File: src/hw/rtl/zmd_pkg.sv
// Shared types, register indexes, command codes and reset values of the zone motion detector.
package zmd_pkg;

  // Default sizes of the block.
  localparam int unsigned MAX_FRAME_PIXELS_DEF = 524288;
  localparam int unsigned NUM_ZONES_DEF        = 5;
  localparam int unsigned HISTORY_DEPTH_DEF    = 3;

  // Register reset values.
  localparam logic [7:0]  DIFF_THRESHOLD_RST = 8'd30;
  localparam logic [10:0] FRAME_WIDTH_RST    = 11'd640;
  localparam logic [9:0]  FRAME_HEIGHT_RST   = 10'd480;
  localparam logic [10:0] ZONE_WIDTH_RST     = 11'd128;
  localparam logic [19:0] FULL_SCALE_RST     = 20'd10000;
  localparam logic [19:0] TRIGGER_LEVEL_RST  = 20'd4000;
  localparam logic [15:0] RUN_LENGTH_RST     = 16'd2100;
  localparam logic [7:0]  ARM_TICKS_RST      = 8'd90;

  localparam int unsigned CFG_DATA_W = 20;
  localparam int unsigned CFG_IDX_W  = 3;

  // Register indexes on the write port.
  typedef enum logic [CFG_IDX_W-1:0] {
    REG_DIFF_THRESHOLD = 3'd0,
    REG_FRAME_WIDTH    = 3'd1,
    REG_FRAME_HEIGHT   = 3'd2,
    REG_ZONE_WIDTH     = 3'd3,
    REG_FULL_SCALE     = 3'd4,
    REG_TRIGGER_LEVEL  = 3'd5,
    REG_RUN_LENGTH     = 3'd6,
    REG_ARM_TICKS      = 3'd7
  } reg_idx_e;

  // Input word kinds.
  localparam logic REQ_PIXEL = 1'b0;
  localparam logic REQ_TICK  = 1'b1;

  typedef struct packed {
    logic       req_type;
    logic [7:0] gray;
    logic       frame_start;
  } in_t;

  typedef struct packed {
    logic [2:0]  zone_index;
    logic [19:0] raw_count;
    logic [19:0] smoothed_count;
    logic [15:0] level;
    logic        tracks_on;
    logic        tracks_off;
    logic        last_zone;
  } out_t;

  // Commands from the controller to the datapath.
  typedef enum logic [3:0] {
    CMD_NONE,
    CMD_CLEAR,
    CMD_TICK,
    CMD_PIXEL,
    CMD_LOOK,
    CMD_SEARCH,
    CMD_UPDATE,
    CMD_ZONE_CALC,
    CMD_DIV_INIT,
    CMD_DIV_STEP,
    CMD_NEXT_ZONE
  } cmd_e;

  typedef struct packed {
    cmd_e op;
  } cmd_t;

  // Status from the datapath to the controller.
  typedef struct packed {
    logic clear_done;
    logic search_done;
    logic frame_end;
    logic div_last;
    logic last_zone;
  } sts_t;

endpackage

File: src/hw/rtl/zmd_ctrl.sv
// Controller state machine of the zone motion detector.
module zmd_ctrl (
  input  logic          clk_i,
  input  logic          rst_ni,
  input  logic          in_valid_i,
  input  logic          in_req_type_i,
  output logic          in_ready_o,
  output logic          out_valid_o,
  input  logic          out_ready_i,
  input  zmd_pkg::sts_t sts_i,
  output zmd_pkg::cmd_t cmd_o
);

  typedef enum logic [3:0] {
    S_CLEAR,
    S_IDLE,
    S_LOOK,
    S_SEARCH,
    S_UPDATE,
    S_EMIT,
    S_DINIT,
    S_DIV,
    S_OUT
  } state_e;

  state_e state_q;
  logic   out_valid_q;

  assign in_ready_o  = state_q == S_IDLE;
  assign out_valid_o = out_valid_q;

  // Command for the current state.
  always_comb begin
    cmd_o.op = zmd_pkg::CMD_NONE;
    case (state_q)
      S_CLEAR:  cmd_o.op = zmd_pkg::CMD_CLEAR;
      S_IDLE: begin
        if (in_valid_i) begin
          cmd_o.op = (in_req_type_i == zmd_pkg::REQ_TICK) ? zmd_pkg::CMD_TICK
                                                           : zmd_pkg::CMD_PIXEL;
        end
      end
      S_LOOK:   cmd_o.op = zmd_pkg::CMD_LOOK;
      S_SEARCH: cmd_o.op = zmd_pkg::CMD_SEARCH;
      S_UPDATE: cmd_o.op = zmd_pkg::CMD_UPDATE;
      S_EMIT:   cmd_o.op = zmd_pkg::CMD_ZONE_CALC;
      S_DINIT:  cmd_o.op = zmd_pkg::CMD_DIV_INIT;
      S_DIV:    cmd_o.op = zmd_pkg::CMD_DIV_STEP;
      S_OUT: begin
        if (out_ready_i) begin
          cmd_o.op = zmd_pkg::CMD_NEXT_ZONE;
        end
      end
      default:  cmd_o.op = zmd_pkg::CMD_NONE;
    endcase
  end

  // State and the registered result valid.
  always_ff @(posedge clk_i or negedge rst_ni) begin
    if (!rst_ni) begin
      state_q     <= S_CLEAR;
      out_valid_q <= 1'b0;
    end else begin
      case (state_q)
        S_CLEAR: begin
          if (sts_i.clear_done) begin
            state_q <= S_IDLE;
          end
        end
        S_IDLE: begin
          if (in_valid_i && (in_req_type_i == zmd_pkg::REQ_PIXEL)) begin
            state_q <= S_LOOK;
          end
        end
        S_LOOK:   state_q <= S_SEARCH;
        S_SEARCH: begin
          if (sts_i.search_done) begin
            state_q <= S_UPDATE;
          end
        end
        S_UPDATE: state_q <= sts_i.frame_end ? S_EMIT : S_IDLE;
        S_EMIT:   state_q <= S_DINIT;
        S_DINIT:  state_q <= S_DIV;
        S_DIV: begin
          if (sts_i.div_last) begin
            state_q     <= S_OUT;
            out_valid_q <= 1'b1;
          end
        end
        S_OUT: begin
          if (out_ready_i) begin
            out_valid_q <= 1'b0;
            state_q     <= sts_i.last_zone ? S_IDLE : S_EMIT;
          end
        end
        default: state_q <= S_IDLE;
      endcase
    end
  end

endmodule

File: config.mk
export PLATFORM = sky130hd
export DESIGN_NAME = zmd_ctrl
export DESIGN_NICKNAME = d
export VERILOG_FILES = /design/src/hw/rtl/zmd_pkg.sv /design/src/hw/rtl/zmd_ctrl.sv
export SDC_FILE = /design/constraint.sdc
export NUM_CORES = 1
export LEC_CHECK = 0
export BUFFER_PORTS_ARGS = -buffer_cell sky130_fd_sc_hd__buf_2
export CAP_MARGIN = 10
export CORE_AREA = 5 5 42 44
export CTS_BUF_LIST = sky130_fd_sc_hd__clkbuf_4 sky130_fd_sc_hd__clkbuf_8
export DETAILED_ROUTE_END_ITERATION = 6
export DIE_AREA = 0 0 47 49
export GPL_ROUTABILITY_DRIVEN = 0
export GPL_TIMING_DRIVEN = 0
export PLACE_DENSITY = 0.66
export REMOVE_ABC_BUFFERS = 1
export SLEW_MARGIN = 20
export SYNTH_ARGS = -nofsm -noshare
export SYNTH_HDL_FRONTEND = slang
export SYNTH_SLANG_ARGS = --single-unit
File: constraint.sdc
create_clock -name clk_i -period 4.5 [get_ports clk_i]
set_input_delay 0.675 -clock clk_i [delete_from_list [all_inputs] [get_ports clk_i]]
set_output_delay 0.675 -clock clk_i [all_outputs]
set_load 0.02 [all_outputs]
# ---- After elaboration in Yosys (flattened, before gate mapping)
# Index checks and enable logic that the tools add are counted.
dict set report classes {
  eq_ne 13
  mux 15
  n_bitwise 1
  reduce_logical 5
}
# cell n
set ops {}
lappend ops {{case mux 4 bit (9 select lines)} 2}
lappend ops {{two-way mux 4 bit} 6}
lappend ops {{equality test 4 x 3 -> 1 bit, second input constant} 4}
lappend ops {{equality test 4 x 2 -> 1 bit, second input constant} 2}
lappend ops {{inequality test 2 bit, second input constant} 4}
lappend ops {{two-way mux 3 bit} 2}
lappend ops {{AND reduction 5 bit} 1}
lappend ops {{equality test 4 x 1 -> 1 bit, second input constant} 1}
lappend ops {{equality test 4 bit, second input constant} 1}
lappend ops {{zero test 4 bit} 1}
lappend ops {{two-way mux 1 bit} 3}
lappend ops {{AND reduction 3 bit} 1}
lappend ops {{two-way mux 2 bit} 1}
lappend ops {{inequality test 2 x 1 -> 1 bit, second input constant} 1}
lappend ops {{case mux 1 bit (2 select lines)} 1}
lappend ops {{nonzero test 2 bit} 1}
lappend ops {{logical AND 1 bit} 1}
lappend ops {{NOT 1 bit} 1}
dict set report totals {
  ff_bits 5
  out_inout_bits 6
}

# ---- Depth between registers and ports, before layout
dict set report depth {
  word_depth 4
  mapped_depth 5
  mapped_depth_nobuf 4
}

# ---- Least setup slack after synthesis
# OpenSTA, ideal clock, no wires.
dict set report synth_path {
  kind {register to output}
  from {register state_q[2]}
  to {output port cmd_o[3] in the netlist's numbering}
  arrival_ns 1.490
  required_time_ns 3.825
  path_slack_ns 2.335
  path_stages_with_launch 4
  path_buffers 1
  path_cell_list {dfrtp_1 buf_6 or4b_4 o21ai_0}
}
# item line_no
set synth_rtl {}
lappend synth_rtl {{start: declaration} zmd_ctrl.sv:26} ;# state_e state_q;
lappend synth_rtl {{start signal: assignment} zmd_ctrl.sv:81} ;# S_UPDATE: state_q <= sts_i.frame_end ? S_EMIT : S_IDLE;
lappend synth_rtl {{start signal: assignment} zmd_ctrl.sv:93} ;# state_q <= sts_i.last_zone ? S_IDLE : S_EMIT;
lappend synth_rtl {{end: declaration} zmd_ctrl.sv:11} ;# output zmd_pkg::cmd_t cmd_o

==> impl_results.md <==
- DRT antenna net count: 0
- Post-DP Area: approximately 480 um^2
- CP bufs+invs: 1
- Port bufs: 15
- Hold Path Class: in2async
- Die height: a little under 50 um
- Critical path required time: 3830 ps
- Top Family by Delay on Critical Path: simple AND/OR/NAND/NOR gates
- Initial antenna violation count: 0
- Final setup fails: 0
- Worst vdd rail ir drop: about 0.00022 V
- Stages on worst setup path: 3
- Core Util, Final: about 36%
- CTS-repair resized insts: 0
- Vias: around 400
- WP data arrival: 1760 ps
- Run status: completed
- Startpoint types: register
- Crit Path Category: reg2out
- Post-synthesis cell area: slightly above 400 um^2
- Worst reg2reg path depth: 4
- Vias in the first global route: between 300 and 400
- Final hold viol count: 0
- Dpl ws: ~2300 ps
- Unrepaired setup endpoints after global routing: false
- Die extent in x: about 47 um
- Multi-input logic area: 247.7 um^2
- Post-synthesis cell count: 45
- Total of max-cap violations: 0
- Wire length after detailed routing: 978 um
- Reg area: ~130 um^2
- Clock Path Buffers: 2
- Setup ws final: approximately 2000 ps
- Layout cells sized above 1: 41.67%
- Number of H-tree levels: 1
- CTS root buf: clkbuf_4
- Crit end category: primary output
- Initial Util: 29.11%
- Synth cell types: 31
- Pwr dens: around 760 nW/um^2
- P&R area growth vs syn: 23.31%
- Reg2reg end: state_q[0]$_DFFE_PN0P_
- Max-Slew Margin vs Limit: 69.76%
- Die Area: ~2300 um^2
- CP endpoint: cmd_o[3]
- Fin area: ~500 um^2
- Residual DRC count: 0
- Crit path largest cell delay: slightly above 600 ps
- Clock Latency Late Sink: 250 ps
- Most common cell after layout, fill and taps aside: buf_2
- First-pass GRT wire length: roughly 1600 um
- Most frequent cells in the layout: buf_2, nor2_1, dfrtp_1, clkbuf_4
- Clock Sinks: 5
- Syn_area_per_cell: 9.064 um^2
- Largest net degree at the start of global routing: 16
- FILL cells: 156
- Ports: 16
- Total congestion overflow: 0
- Synth warn: 0
- Core area: about 1400 um^2
- Min Clock Period, post-route: around 2400 ps
- Reg clk slew, reported paths: 50 ps
- CP Launch Point: state_q[1]$_DFFE_PN0P_
- Sum Neg Setup Slack: 0 ps
- Worst slew pin tran: roughly 450 ps
- Routed len/inst: ~13 um
- CTS tree: done
- # diodes: 0
- Vias per Instance: ~5.2
- Reg-to-reg slack, setup: about 2700 ps
- Final Net Count: 71
- Drt first pass iters: 3
- F_max: approximately 410 MHz
- GRT Util Overall: between 9 and 10%
- TritonCTS Buffers: 3
- Critical-path cell list: or4b_4 > o21ai_0 > buf_2
- Critical R2R Launch: state_q[1]$_DFFE_PN0P_
- Post-CTS Hold Fix Bufs: 0
- Initial drt markers: 4
- Post-synthesis register bit count: 5
- P_leak: approximately 0.24 nW
- Layout Skew: about 7.5 ps
- Sequential element share of the synthesized area: 30.67%
- Slowest CP cell: or4b_4
- Final Max Slew Viols: 0
- Crit share post-route: a little over half
- Setup repair bufs after CTS: 0
- Row Count: 14
- Crit path max fanout: 15
## how the worst min path moves through the flow
stage / endpoint / slack [ps] / cells after the start
4_1_cts: out_valid_o$_DFFE_PN0P_ / 230 / 1
6_report: state_q[3]$_DFFE_PN0P_ / 240 / 1
2_1_floorplan: out_valid_o$_DFFE_PN0P_ / 380 / 0
3_5_place_dp: out_valid_o$_DFFE_PN0P_ / 500 / 1
5_1_grt: state_q[3]$_DFFE_PN0P_ / 230 / 1
3_3_place_gp: out_valid_o$_DFFE_PN0P_ / 490 / 1
## layer usage
| metal | vias up | routed length (um) | GRT usage [%] |
|---|---|---|---|
| li1 | 200 | - | - |
| met1 | 181 | 433 | 13.14 |
| met2 | 15 | 455 | 12.90 |
| met3 | 2 | 72 | 2.214 |
| met4 | 0 | 17 | 6.912 |
| met5 | - | 0 | 0 |
## cell usage after synthesis (all sizes together)
cell / count / share of area (%)
nand2b: 2 / 3.1
dfrtp: 5 / 31
a21boi: 1 / 1.8
xnor2: 1 / 2.1
a21o: 1 / 1.8
a21oi: 2 / 2.5
nor3: 2 / 2.5
buf: 3 / 5.8
inv: 2 / 1.8
a41oi: 1 / 2.1
nand2: 1 / 0.92
a41o: 1 / 2.8
or4b: 1 / 3.4
o211ai: 1 / 1.8
clkbuf: 1 / 0.92
nor2: 7 / 8.9
a211oi: 2 / 4.9
or3: 2 / 3.1
nand3b: 1 / 1.8
o221ai: 1 / 2.1
and4b: 1 / 2.5
nor2b: 1 / 1.5
mux2: 1 / 3.7
o31ai: 2 / 3.7
o21ai: 1 / 1.2
o32a: 1 / 2.5
## stage by stage
stage                     hold slack [ps]  std cells  total power, mW
after floorplan                     379.4         41           0.2615
after global placement              489.3         72           0.3243
after detailed placement            499.2         72           0.3292
after CTS                           231.9         76           0.3847
after global routing                227.2         76           0.4127
final                               235.3         76           0.3804
## cells by family after synthesis
logic type,after synthesis,synth area share (%)
AOI/OAI and AO/OA,14,27.30
and+or+nand+nor,18,27.61
DFF,5,30.67
xor gates and xnor gates,1,2.148
muxes,1,3.680
buffers and inverters,6,8.588
## area by class of cell
cell class                 count  share of cell area (%)
clock inverter                 1                  0.9950
timing repair buffer          15                   14.93
sequential                     5                   24.88
multi-input combinational     34                   49.25
tap                           16                   3.980
inverter                       2                   1.493
clock buffer                   3                   4.478
## state kept, by name, indices dropped and copies added (netlist names)
signal,flops
out_valid_o,1
state_q,4
## worst reg2reg max path, stage by stage (launching register included)
cell and delay [ps]:
dfrtp_1 540, or4b_4 620, nor2_4 120, nor2_2 60, mux2_4 300
## power by group
part,switching [mW],internal (mW)
sequential,0.0512,0.0644
clock,0.0215,0.0323
combinational,0.115,0.0964
Power figures use the tool's default switching activity.
